**src/hw/rtl/spg_pkg.sv**
```systemverilog
// Package for the swap permutation generator.
// Holds field widths, the microcode word format and the control program.
// Depends on nothing; every other file imports it.
`default_nettype none

package spg_pkg;

	localparam int MAX_ELEMENTS_DEF = 8;
	localparam int CFG_W            = 4;
	localparam int ELEM_W           = 4;
	localparam int WORD_W           = 32;
	localparam int WORD_POS         = WORD_W / ELEM_W;
	localparam logic [CFG_W-1:0] SIZE_RESET = CFG_W'(3);

	localparam int PC_W = 4;

	typedef enum logic [3:0] {
		OP_NOP,
		OP_CAPTURE,
		OP_SET_LV,
		OP_LOAD_K,
		OP_SW_A,
		OP_SW_B,
		OP_SW_C_INC,
		OP_TEST,
		OP_DEC_LV,
		OP_SW_C_DESC,
		OP_INIT,
		OP_EXH,
		OP_EMIT
	} op_t;

	typedef enum logic [2:0] {
		C_NEVER,
		C_ALWAYS,
		C_NO_REQ,
		C_START,
		C_FIN_LV0,
		C_K_LT_N,
		C_LV0,
		C_OUT_BUSY
	} cond_t;

	typedef struct packed {
		op_t             op;
		cond_t           cond;
		logic [PC_W-1:0] target;
	} ctrl_word_t;

	localparam logic [PC_W-1:0] PC_WAIT    = PC_W'(0);
	localparam logic [PC_W-1:0] PC_CHK_RS  = PC_W'(1);
	localparam logic [PC_W-1:0] PC_CHK_FIN = PC_W'(2);
	localparam logic [PC_W-1:0] PC_LOAD_K  = PC_W'(3);
	localparam logic [PC_W-1:0] PC_UNSW_A  = PC_W'(4);
	localparam logic [PC_W-1:0] PC_UNSW_B  = PC_W'(5);
	localparam logic [PC_W-1:0] PC_UNSW_C  = PC_W'(6);
	localparam logic [PC_W-1:0] PC_TEST    = PC_W'(7);
	localparam logic [PC_W-1:0] PC_UP      = PC_W'(8);
	localparam logic [PC_W-1:0] PC_LOOP    = PC_W'(9);
	localparam logic [PC_W-1:0] PC_SW_A    = PC_W'(10);
	localparam logic [PC_W-1:0] PC_SW_B    = PC_W'(11);
	localparam logic [PC_W-1:0] PC_SW_C    = PC_W'(12);
	localparam logic [PC_W-1:0] PC_INIT    = PC_W'(13);
	localparam logic [PC_W-1:0] PC_EXH     = PC_W'(14);
	localparam logic [PC_W-1:0] PC_EMIT    = PC_W'(15);

	// A step jumps to its target when its condition holds, else falls to the next step.
	// The emit step is last, so falling through it wraps back to the wait step.
	function automatic ctrl_word_t prog_rom(input logic [PC_W-1:0] pc);
		ctrl_word_t w;
		case (pc)
			PC_WAIT:    w = '{OP_CAPTURE,   C_NO_REQ,   PC_WAIT};
			PC_CHK_RS:  w = '{OP_NOP,       C_START,    PC_INIT};
			PC_CHK_FIN: w = '{OP_SET_LV,    C_FIN_LV0,  PC_EXH};
			PC_LOAD_K:  w = '{OP_LOAD_K,    C_NEVER,    PC_WAIT};
			PC_UNSW_A:  w = '{OP_SW_A,      C_NEVER,    PC_WAIT};
			PC_UNSW_B:  w = '{OP_SW_B,      C_NEVER,    PC_WAIT};
			PC_UNSW_C:  w = '{OP_SW_C_INC,  C_NEVER,    PC_WAIT};
			PC_TEST:    w = '{OP_TEST,      C_K_LT_N,   PC_SW_A};
			PC_UP:      w = '{OP_DEC_LV,    C_LV0,      PC_EXH};
			PC_LOOP:    w = '{OP_NOP,       C_ALWAYS,   PC_LOAD_K};
			PC_SW_A:    w = '{OP_SW_A,      C_NEVER,    PC_WAIT};
			PC_SW_B:    w = '{OP_SW_B,      C_NEVER,    PC_WAIT};
			PC_SW_C:    w = '{OP_SW_C_DESC, C_ALWAYS,   PC_EMIT};
			PC_INIT:    w = '{OP_INIT,      C_ALWAYS,   PC_EMIT};
			PC_EXH:     w = '{OP_EXH,       C_NEVER,    PC_WAIT};
			PC_EMIT:    w = '{OP_EMIT,      C_OUT_BUSY, PC_EMIT};
			default:    w = '{OP_NOP,       C_ALWAYS,   PC_WAIT};
		endcase
		return w;
	endfunction

endpackage

`default_nettype wire

```
**src/hw/rtl/spg_if.sv**
```systemverilog
// Channel interfaces of the swap permutation generator: request, result and size write.
// Depends on spg_pkg for the field widths.
`default_nettype none

interface spg_in_if import spg_pkg::*; ();
	logic valid;
	logic ready;
	logic restart;

	modport source (output valid, output restart, input ready);
	modport sink (input valid, input restart, output ready);
endinterface

interface spg_out_if import spg_pkg::*; ();
	logic              valid;
	logic              ready;
	logic [WORD_W-1:0] perm_word;
	logic              is_last;
	logic              exhausted;

	modport source (output valid, output perm_word, output is_last, output exhausted,
		input ready);
	modport sink (input valid, input perm_word, input is_last, input exhausted,
		output ready);
endinterface

interface spg_cfg_if import spg_pkg::*; ();
	logic             valid;
	logic             ready;
	logic [CFG_W-1:0] set_size;

	modport source (output valid, output set_size, input ready);
	modport sink (input valid, input set_size, output ready);
endinterface

`default_nettype wire

```
**src/hw/rtl/swap_permutation_generator.sv**
```systemverilog
// Swap permutation generator: a microcoded sequencer over an element and loop index file.
// Depends on spg_pkg and the channel interfaces in spg_if.
// One request is in work at a time; the next is taken while the result waits. A stalled result
// holds the emit step. Reset loads the identity, size 3; size writes are taken only when idle.
`default_nettype none

module swap_permutation_generator import spg_pkg::*; #(
	parameter int MAX_ELEMENTS = MAX_ELEMENTS_DEF
) (
	input  wire       clk,
	input  wire       arst_n,
	spg_cfg_if.sink   cfg,
	spg_in_if.sink    req,
	spg_out_if.source rsp
);

	localparam int IW   = $clog2(MAX_ELEMENTS);
	localparam int NW   = $clog2(MAX_ELEMENTS + 1);
	localparam int PACK = (MAX_ELEMENTS < WORD_POS) ? MAX_ELEMENTS : WORD_POS;
	localparam logic [CFG_W-1:0] MAX_C = CFG_W'(MAX_ELEMENTS);

	logic [CFG_W-1:0]  size_q;
	logic [ELEM_W-1:0] elem_q [MAX_ELEMENTS];
	logic [IW-1:0]     lidx_q [MAX_ELEMENTS];
	logic [IW-1:0]     level_q;
	logic [IW-1:0]     lv_q;
	logic [NW-1:0]     k_q;
	logic [ELEM_W-1:0] t_q;
	logic              started_q;
	logic              finished_q;
	logic              rs_q;
	logic [PC_W-1:0]   pc_q;
	logic              out_valid_q;
	logic [WORD_W-1:0] out_word_q;
	logic              out_last_q;
	logic              out_exh_q;

	ctrl_word_t        cw;
	logic [NW-1:0]     n_c;
	logic [IW-1:0]     n_m1;
	logic [IW-1:0]     rd_addr;
	logic [ELEM_W-1:0] rd_data;
	logic [IW-1:0]     lidx_rd;
	logic              k_lt_n;
	logic              out_busy;
	logic              cond_ok;
	logic [PC_W-1:0]   pc_next;
	logic [WORD_W-1:0] perm_c;
	logic              last_c;
	logic              req_fire;
	logic              cfg_fire;

	assign cw       = prog_rom(pc_q);
	assign req_fire = req.valid && req.ready;
	assign cfg_fire = cfg.valid && cfg.ready;
	assign out_busy = out_valid_q && !rsp.ready;
	assign k_lt_n   = k_q < n_c;
	assign n_m1     = IW'(n_c - NW'(1));
	assign rd_addr  = (cw.op == OP_SW_A) ? k_q[IW-1:0] : lv_q;
	assign rd_data  = elem_q[rd_addr];
	assign lidx_rd  = lidx_q[lv_q];

	always_comb begin
		if (size_q == '0) begin
			n_c = NW'(1);
		end else if (size_q > MAX_C) begin
			n_c = NW'(MAX_ELEMENTS);
		end else begin
			n_c = NW'(size_q);
		end
	end

	always_comb begin
		perm_c = '0;
		for (int i = 0; i < PACK; i++) begin
			if (NW'(i) < n_c) begin
				perm_c[ELEM_W*i +: ELEM_W] = elem_q[i];
			end
		end
	end

	always_comb begin
		last_c = 1'b1;
		for (int i = 0; i < MAX_ELEMENTS; i++) begin
			if ((NW'(i) + NW'(1)) < n_c && lidx_q[i] != n_m1) begin
				last_c = 1'b0;
			end
		end
	end

	always_comb begin
		case (cw.cond)
			C_NEVER:    cond_ok = 1'b0;
			C_ALWAYS:   cond_ok = 1'b1;
			C_NO_REQ:   cond_ok = !req.valid;
			C_START:    cond_ok = rs_q || !started_q;
			C_FIN_LV0:  cond_ok = finished_q || level_q == '0;
			C_K_LT_N:   cond_ok = k_lt_n;
			C_LV0:      cond_ok = lv_q == '0;
			C_OUT_BUSY: cond_ok = out_busy;
			default:    cond_ok = 1'b0;
		endcase
		pc_next = cond_ok ? cw.target : pc_q + PC_W'(1);
	end

	always_ff @(posedge clk or negedge arst_n) begin
		if (!arst_n) begin
			size_q      <= SIZE_RESET;
			level_q     <= '0;
			lv_q        <= '0;
			k_q         <= '0;
			t_q         <= '0;
			started_q   <= 1'b0;
			finished_q  <= 1'b0;
			rs_q        <= 1'b0;
			pc_q        <= PC_WAIT;
			out_valid_q <= 1'b0;
			for (int i = 0; i < MAX_ELEMENTS; i++) begin
				elem_q[i] <= ELEM_W'(i + 1);
				lidx_q[i] <= '0;
			end
		end else begin
			pc_q <= pc_next;
			if (cw.op == OP_EMIT && !out_busy) begin
				out_valid_q <= 1'b1;
			end else if (rsp.ready) begin
				out_valid_q <= 1'b0;
			end
			case (cw.op)
				OP_CAPTURE: begin
					if (req_fire) begin
						rs_q <= req.restart;
					end
				end
				OP_SET_LV: lv_q <= level_q - IW'(1);
				OP_LOAD_K: k_q <= NW'(lidx_rd);
				OP_SW_A: t_q <= rd_data;
				OP_SW_B: elem_q[k_q[IW-1:0]] <= rd_data;
				OP_SW_C_INC: begin
					elem_q[lv_q] <= t_q;
					k_q          <= k_q + NW'(1);
				end
				OP_TEST: lidx_q[lv_q] <= k_lt_n ? k_q[IW-1:0] : lv_q;
				OP_DEC_LV: lv_q <= lv_q - IW'(1);
				OP_SW_C_DESC: begin
					elem_q[lv_q] <= t_q;
					for (int i = 0; i < MAX_ELEMENTS; i++) begin
						if (IW'(i) > lv_q && (NW'(i) + NW'(1)) < n_c) begin
							lidx_q[i] <= IW'(i);
						end
					end
					level_q <= n_m1;
				end
				OP_INIT: begin
					for (int i = 0; i < MAX_ELEMENTS; i++) begin
						elem_q[i] <= ELEM_W'(i + 1);
						lidx_q[i] <= ((NW'(i) + NW'(1)) < n_c) ? IW'(i) : '0;
					end
					level_q    <= n_m1;
					started_q  <= 1'b1;
					finished_q <= 1'b0;
				end
				OP_EXH: finished_q <= 1'b1;
				default: begin
				end
			endcase
			if (cfg_fire) begin
				size_q     <= cfg.set_size;
				level_q    <= '0;
				started_q  <= 1'b0;
				finished_q <= 1'b0;
				for (int i = 0; i < MAX_ELEMENTS; i++) begin
					elem_q[i] <= ELEM_W'(i + 1);
					lidx_q[i] <= '0;
				end
			end
		end
	end

	always_ff @(posedge clk) begin
		if (cw.op == OP_EMIT && !out_busy) begin
			out_word_q <= finished_q ? '0 : perm_c;
			out_last_q <= finished_q ? 1'b0 : last_c;
			out_exh_q  <= finished_q;
		end
	end

	assign req.ready     = (pc_q == PC_WAIT);
	assign cfg.ready     = (pc_q == PC_WAIT) && !req.valid;
	assign rsp.valid     = out_valid_q;
	assign rsp.perm_word = out_word_q;
	assign rsp.is_last   = out_last_q;
	assign rsp.exhausted = out_exh_q;

	a_result_from_emit: assert property (@(posedge clk) disable iff (!arst_n)
		$rose(out_valid_q) |-> $past(pc_q) == PC_EMIT)
		else $error("result raised outside the emit step");

	a_request_leaves_wait: assert property (@(posedge clk) disable iff (!arst_n)
		req_fire |=> pc_q == PC_CHK_RS)
		else $error("accepted request did not start the program");

	a_exhausted_clean: assert property (@(posedge clk) disable iff (!arst_n)
		(rsp.valid && rsp.exhausted) |-> (rsp.perm_word == '0 && !rsp.is_last))
		else $error("exhaustion report carries an ordering");

	a_finished_needs_start: assert property (@(posedge clk) disable iff (!arst_n)
		finished_q |-> started_q)
		else $error("enumeration finished without a start");

endmodule

`default_nettype wire

```
**src/flat_wrapper.sv**
```systemverilog
// flat-port wrapper written by rule: the top's interface ports become plain ports
module swap_permutation_generator_flat import spg_pkg::*;
#(
	parameter int MAX_ELEMENTS = MAX_ELEMENTS_DEF
)
  (clk, arst_n, cfg_valid, cfg_set_size, cfg_ready, req_valid, req_restart, req_ready, rsp_valid, rsp_perm_word, rsp_is_last, rsp_exhausted, rsp_ready);
  spg_cfg_if cfg_i ();
  spg_in_if req_i ();
  spg_out_if rsp_i ();
  input  wire clk;
  input  wire arst_n;
  input wire logic [$bits(cfg_i.valid)-1:0] cfg_valid;
  input wire logic [$bits(cfg_i.set_size)-1:0] cfg_set_size;
  output wire logic [$bits(cfg_i.ready)-1:0] cfg_ready;
  input wire logic [$bits(req_i.valid)-1:0] req_valid;
  input wire logic [$bits(req_i.restart)-1:0] req_restart;
  output wire logic [$bits(req_i.ready)-1:0] req_ready;
  output wire logic [$bits(rsp_i.valid)-1:0] rsp_valid;
  output wire logic [$bits(rsp_i.perm_word)-1:0] rsp_perm_word;
  output wire logic [$bits(rsp_i.is_last)-1:0] rsp_is_last;
  output wire logic [$bits(rsp_i.exhausted)-1:0] rsp_exhausted;
  input wire logic [$bits(rsp_i.ready)-1:0] rsp_ready;
  assign cfg_i.valid = cfg_valid;
  assign cfg_i.set_size = cfg_set_size;
  assign cfg_ready = cfg_i.ready;
  assign req_i.valid = req_valid;
  assign req_i.restart = req_restart;
  assign req_ready = req_i.ready;
  assign rsp_valid = rsp_i.valid;
  assign rsp_perm_word = rsp_i.perm_word;
  assign rsp_is_last = rsp_i.is_last;
  assign rsp_exhausted = rsp_i.exhausted;
  assign rsp_i.ready = rsp_ready;
  swap_permutation_generator #(.MAX_ELEMENTS(MAX_ELEMENTS)) u_core (.clk(clk), .arst_n(arst_n), .cfg(cfg_i), .req(req_i), .rsp(rsp_i));
endmodule
```
**config.mk**
```make
export PLATFORM = sky130hd
export DESIGN_NAME = swap_permutation_generator_flat
export DESIGN_NICKNAME = d
export VERILOG_FILES = /design/src/hw/rtl/spg_pkg.sv /design/src/hw/rtl/spg_if.sv /design/src/hw/rtl/swap_permutation_generator.sv /design/src/flat_wrapper.sv
export SDC_FILE = /design/constraint.sdc
export NUM_CORES = 1
export LEC_CHECK = 0
export BUFFER_PORTS_ARGS = -buffer_cell sky130_fd_sc_hd__buf_2
export CAP_MARGIN = 20
export CORE_MARGIN = 1.5
export CORE_UTILIZATION = 40
export DETAILED_ROUTE_END_ITERATION = 10
export SYNTH_ARGS = -nofsm -noshare
export SYNTH_HDL_FRONTEND = slang
export SYNTH_SLANG_ARGS = --single-unit
```
**constraint.sdc**
```tcl
create_clock -name clk -period 4.3 [get_ports clk]
set_clock_uncertainty 0.1 [all_clocks]
set_input_delay 0.645 -clock clk [delete_from_list [all_inputs] [get_ports clk]]
set_output_delay 0.645 -clock clk [all_outputs]
set_load 0.005 [all_outputs]
```
==> flow_summary.yaml <==
outcome:
  outcome: "completed"
route:
  wirelength_microns: 23300
  wl_per_cell_microns: 21.7
  initialDrtViolationCount: 835
  post_drt_via_cell_ratio: 6.21
  postRouteAntennaNets: 0
  drt_pre_antenna_iters: 6
  vias: 6658
  drc_errors: 0
setup_path:
  worstPathRequired_ps: 4510
  timing.rr.start: "u_core.pc_q[0]"
  worst-setup-path-type: "flop to flop"
  rrSetupSlack_ps: 630
  critPathMaxStageDelay_ps: 780
  reg2reg_to: "u_core.lidx_q[13]"
  cp_slowest_cell: "o21ai_0"
  path_buf_inv: 1
  setup.worst_path.start_class: "flop"
  crit_top_cell: "nor4_1"
  cp_max_fo: 14
  cp-end-kind: "flop"
  crit_arrival_ps: 3880
  r2r_cells: 8
  crit_family: "compound AO/OA/AOI/OAI gates"
  path_cells: "inv_1, ha_1, nor4_1, o21ai_0, nor4_1, a2111oi_1, a211oi_1, a22o_1"
layout:
  antenna_cells: 0
  drive_gt1_share_pct: 16.6
  stdcell_area_sq_um: 8490
  synthToLayoutAreaGrowth_pct: 15.1
  fin_nets: 858
yosys:
  synth_cell_type_count: 73
  synth_area_per_cell_sq_um: 9.30
  synth_edf_count: 34
  synthMuxAreaShare_pct: 9.06
  synth_top_family_by_area: "compound AO/OA/AOI/OAI gates"
  synth-main-ff-cell: "dfrtp_1"
  yosys_warnings: 0
  synth_compound_area_share_pct: 21.1
  synth_fa_ha_area_share_pct: 2.88
  async_flop_share_pct: 70.7
  yosys.area_share.simple_pct: 18.6
  ys_seq_area_share_pct: 41.9
  syn_inst: 793
  yosys.area_share.xor_xnor_pct: 2.26
  ys_ff_latch: 116
  synth_nets: 820
  syn_area_sq_um: 7380
clock_tree:
  numCtsBuffers: 17
  numClockSinks: 116
  cts_setup_buffers: 0
  cts_root_buf: "clkbuf_16"
  clk_pin_slew_worst_paths_ps: 50
  cts_tree: "yes"
  h-tree-depth: 4
  clock_latency_ps: 420
  ctsResizeCount: 0
  hold_buffers: 0
  clockBufferDepth: 2
floorplan:
  die_w_microns: 139
  die_h_microns: 139
  die_area_sq_um: 19300
  rows: 49
  core_area_sq_um: 18000
  io_pins: 47
  start_util_pct: 40.9
sta:
  finalHoldViolCount: 0
  period_needed_ps: 3670
  fin_hold_ws_ps: 203
  setup_tns_ps: 0
  max_freq_mhz: 273
  worstMarginPinSlew_ps: 983
  slew_headroom_pct: 33.8
  rsz0062_at_grt: "false"
  finalSetupViolCount: 0
  slew_violations: 0
  period_share_pct: 85.3
  fin_ws_ps: 631
pwr:
  p_per_area_nw_per_um2: 896
  power_w: 0.00761
  vdd_drop_max_mv: 0.526
  p_leak_nw: 3.57
place:
  dp_hpwl_microns: 16400
  place_ws_ps: 773
  io_buffers: 46
  place.gp.congestion: 0.977
  placed_cell_area_sq_um: 7880
global_routing:
  grt_start_max_net_pins: 61
  grt_first_pass_wirelength_microns: 36400
  overflow: 0
  grt_use_total_pct: 24.4
  antenna_found_initial: 0
  grt_pass1_vias: 6176
job:
  maxCapViolCount: 0
worst_hold_path:
  hold_class: "input pin to asynchronous set/reset pin"
[cells by family (layout without fill, tap and decap cells)]
logic type | Yosys count | after routing
XOR/XNOR | 19 | 19
buffers and inverters | 78 | 129
AO/OA/AOI/OAI | 229 | 229
AND/OR/NAND/NOR | 276 | 276
flip-flops | 116 | 116
adder cells (fa/ha/maj) | 17 | 17
multiplexers | 58 | 58
[state kept, by name (all words and copies together) (netlist names)]
| register | cells |
|---|---|
| u_core.elem_q | 32 |
| u_core.rsp.perm_word | 32 |
| u_core.lidx_q | 24 |
| u_core.k_q | 4 |
| u_core.pc_q | 4 |
| u_core.size_q | 4 |
| u_core.t_q | 4 |
| u_core.level_q | 3 |
| u_core.lv_q | 3 |
| u_core.finished_q | 1 |
| u_core.rs_q | 1 |
| u_core.rsp.exhausted | 1 |
| u_core.rsp.is_last | 1 |
| u_core.rsp.valid | 1 |
| u_core.started_q | 1 |
[how the worst max path moves through the flow]
stage / depth (start not counted) / to / from
final: 8 / u_core.lidx_q[13] / u_core.pc_q[0]
after global routing: 8 / u_core.lidx_q[13] / u_core.pc_q[0]
after CTS: 9 / u_core.lidx_q[13] / u_core.pc_q[0]
after detailed placement: 8 / u_core.lidx_q[13] / u_core.pc_q[0]
after global placement: 9 / u_core.lidx_q[13] / u_core.pc_q[0]
after floorplan: 8 / u_core.rsp.exhausted / u_core.pc_q[0]
[power by group]
part           switching [W]  internal (W)
clock network       0.000505      0.000979
registers           0.000596       0.00157
logic                0.00248       0.00149
total                0.00358       0.00403
[metrics by stage]
| step | cells | utilization, % |
|---|---|---|
| after global placement | 1041 | 43.7 |
| after floorplan | 793 | - |
| after detailed placement | 1041 | 43.7 |
| after CTS | 1073 | 47.1 |
| after global routing | 1073 | 47.1 |
| final | 1073 | 47.1 |
[cell usage after synthesis (8+ instances only)]
library cell / count / share of area [%]
o22ai_1: 18 / 1.5
dfstp_2: 15 / 5.3
edfxtp_1: 34 / 14
nor2b_1: 9 / 0.76
inv_1: 27 / 1.4
o211ai_1: 9 / 0.92
and2_1: 35 / 3.0
nand3_1: 30 / 2.0
ha_1: 17 / 2.9
a22oi_1: 18 / 1.8
dfrtp_1: 67 / 23
mux2_2: 10 / 1.5
o221ai_1: 10 / 1.2
a22o_1: 8 / 0.95
mux2i_1: 42 / 5.7
buf_1: 9 / 0.46
buf_2: 12 / 0.81
nor3_1: 19 / 1.3
nand2b_1: 8 / 0.68
xor2_1: 12 / 1.4
clkbuf_1: 27 / 1.4
nor2_1: 58 / 3.0
o21ai_0: 57 / 3.9
nand2_1: 83 / 4.2
a21oi_1: 38 / 2.6
[final cells by class]
cell class / count / area, sq um
clock inverters: 10 / 156
well taps: 229 / 287
multi-input cells: 599 / 3980
clock buffers: 22 / 454
inverters: 29 / 109
flip-flops and latches: 116 / 3090
fillers: 1728 / 9530
repair buffers: 68 / 410
[cell usage in the layout, fill, tap and decap left out, types with 5 or more instances in the layout]
cell type,Yosys,routed
nand3_1,30,30
nor3_1,19,19
buf_2,12,45
nand2b_1,8,8
mux4_2,6,6
and2_1,35,35
o221ai_1,10,10
a22o_1,8,8
nor2b_1,9,9
clkbuf_16,0,17
dfstp_2,15,15
a22oi_1,18,18
inv_1,27,27
xor2_1,12,12
o211ai_1,9,9
o22ai_1,18,18
nor2_1,58,58
mux2i_1,42,42
o21ai_0,57,57
dfrtp_1,67,67
buf_4,0,22
mux2_2,10,10
and3_1,5,5
o31ai_1,6,6
o2111ai_1,6,6
edfxtp_1,34,34
a211oi_1,5,5
xnor2_1,7,7
a31oi_1,6,6
a21oi_1,38,37
nand2_1,83,83
ha_1,17,17
[per-layer routing]
metal	part of all wire (%)	vias to the layer above	global-route usage, %
met5	0	-	0
met2	43	408	34.8
met1	44	3162	35.4
met3	10	54	6.28
met4	3.1	0	9.10
li1	-	3034	-
No activity file was read; power rests on OpenSTA's default activity.
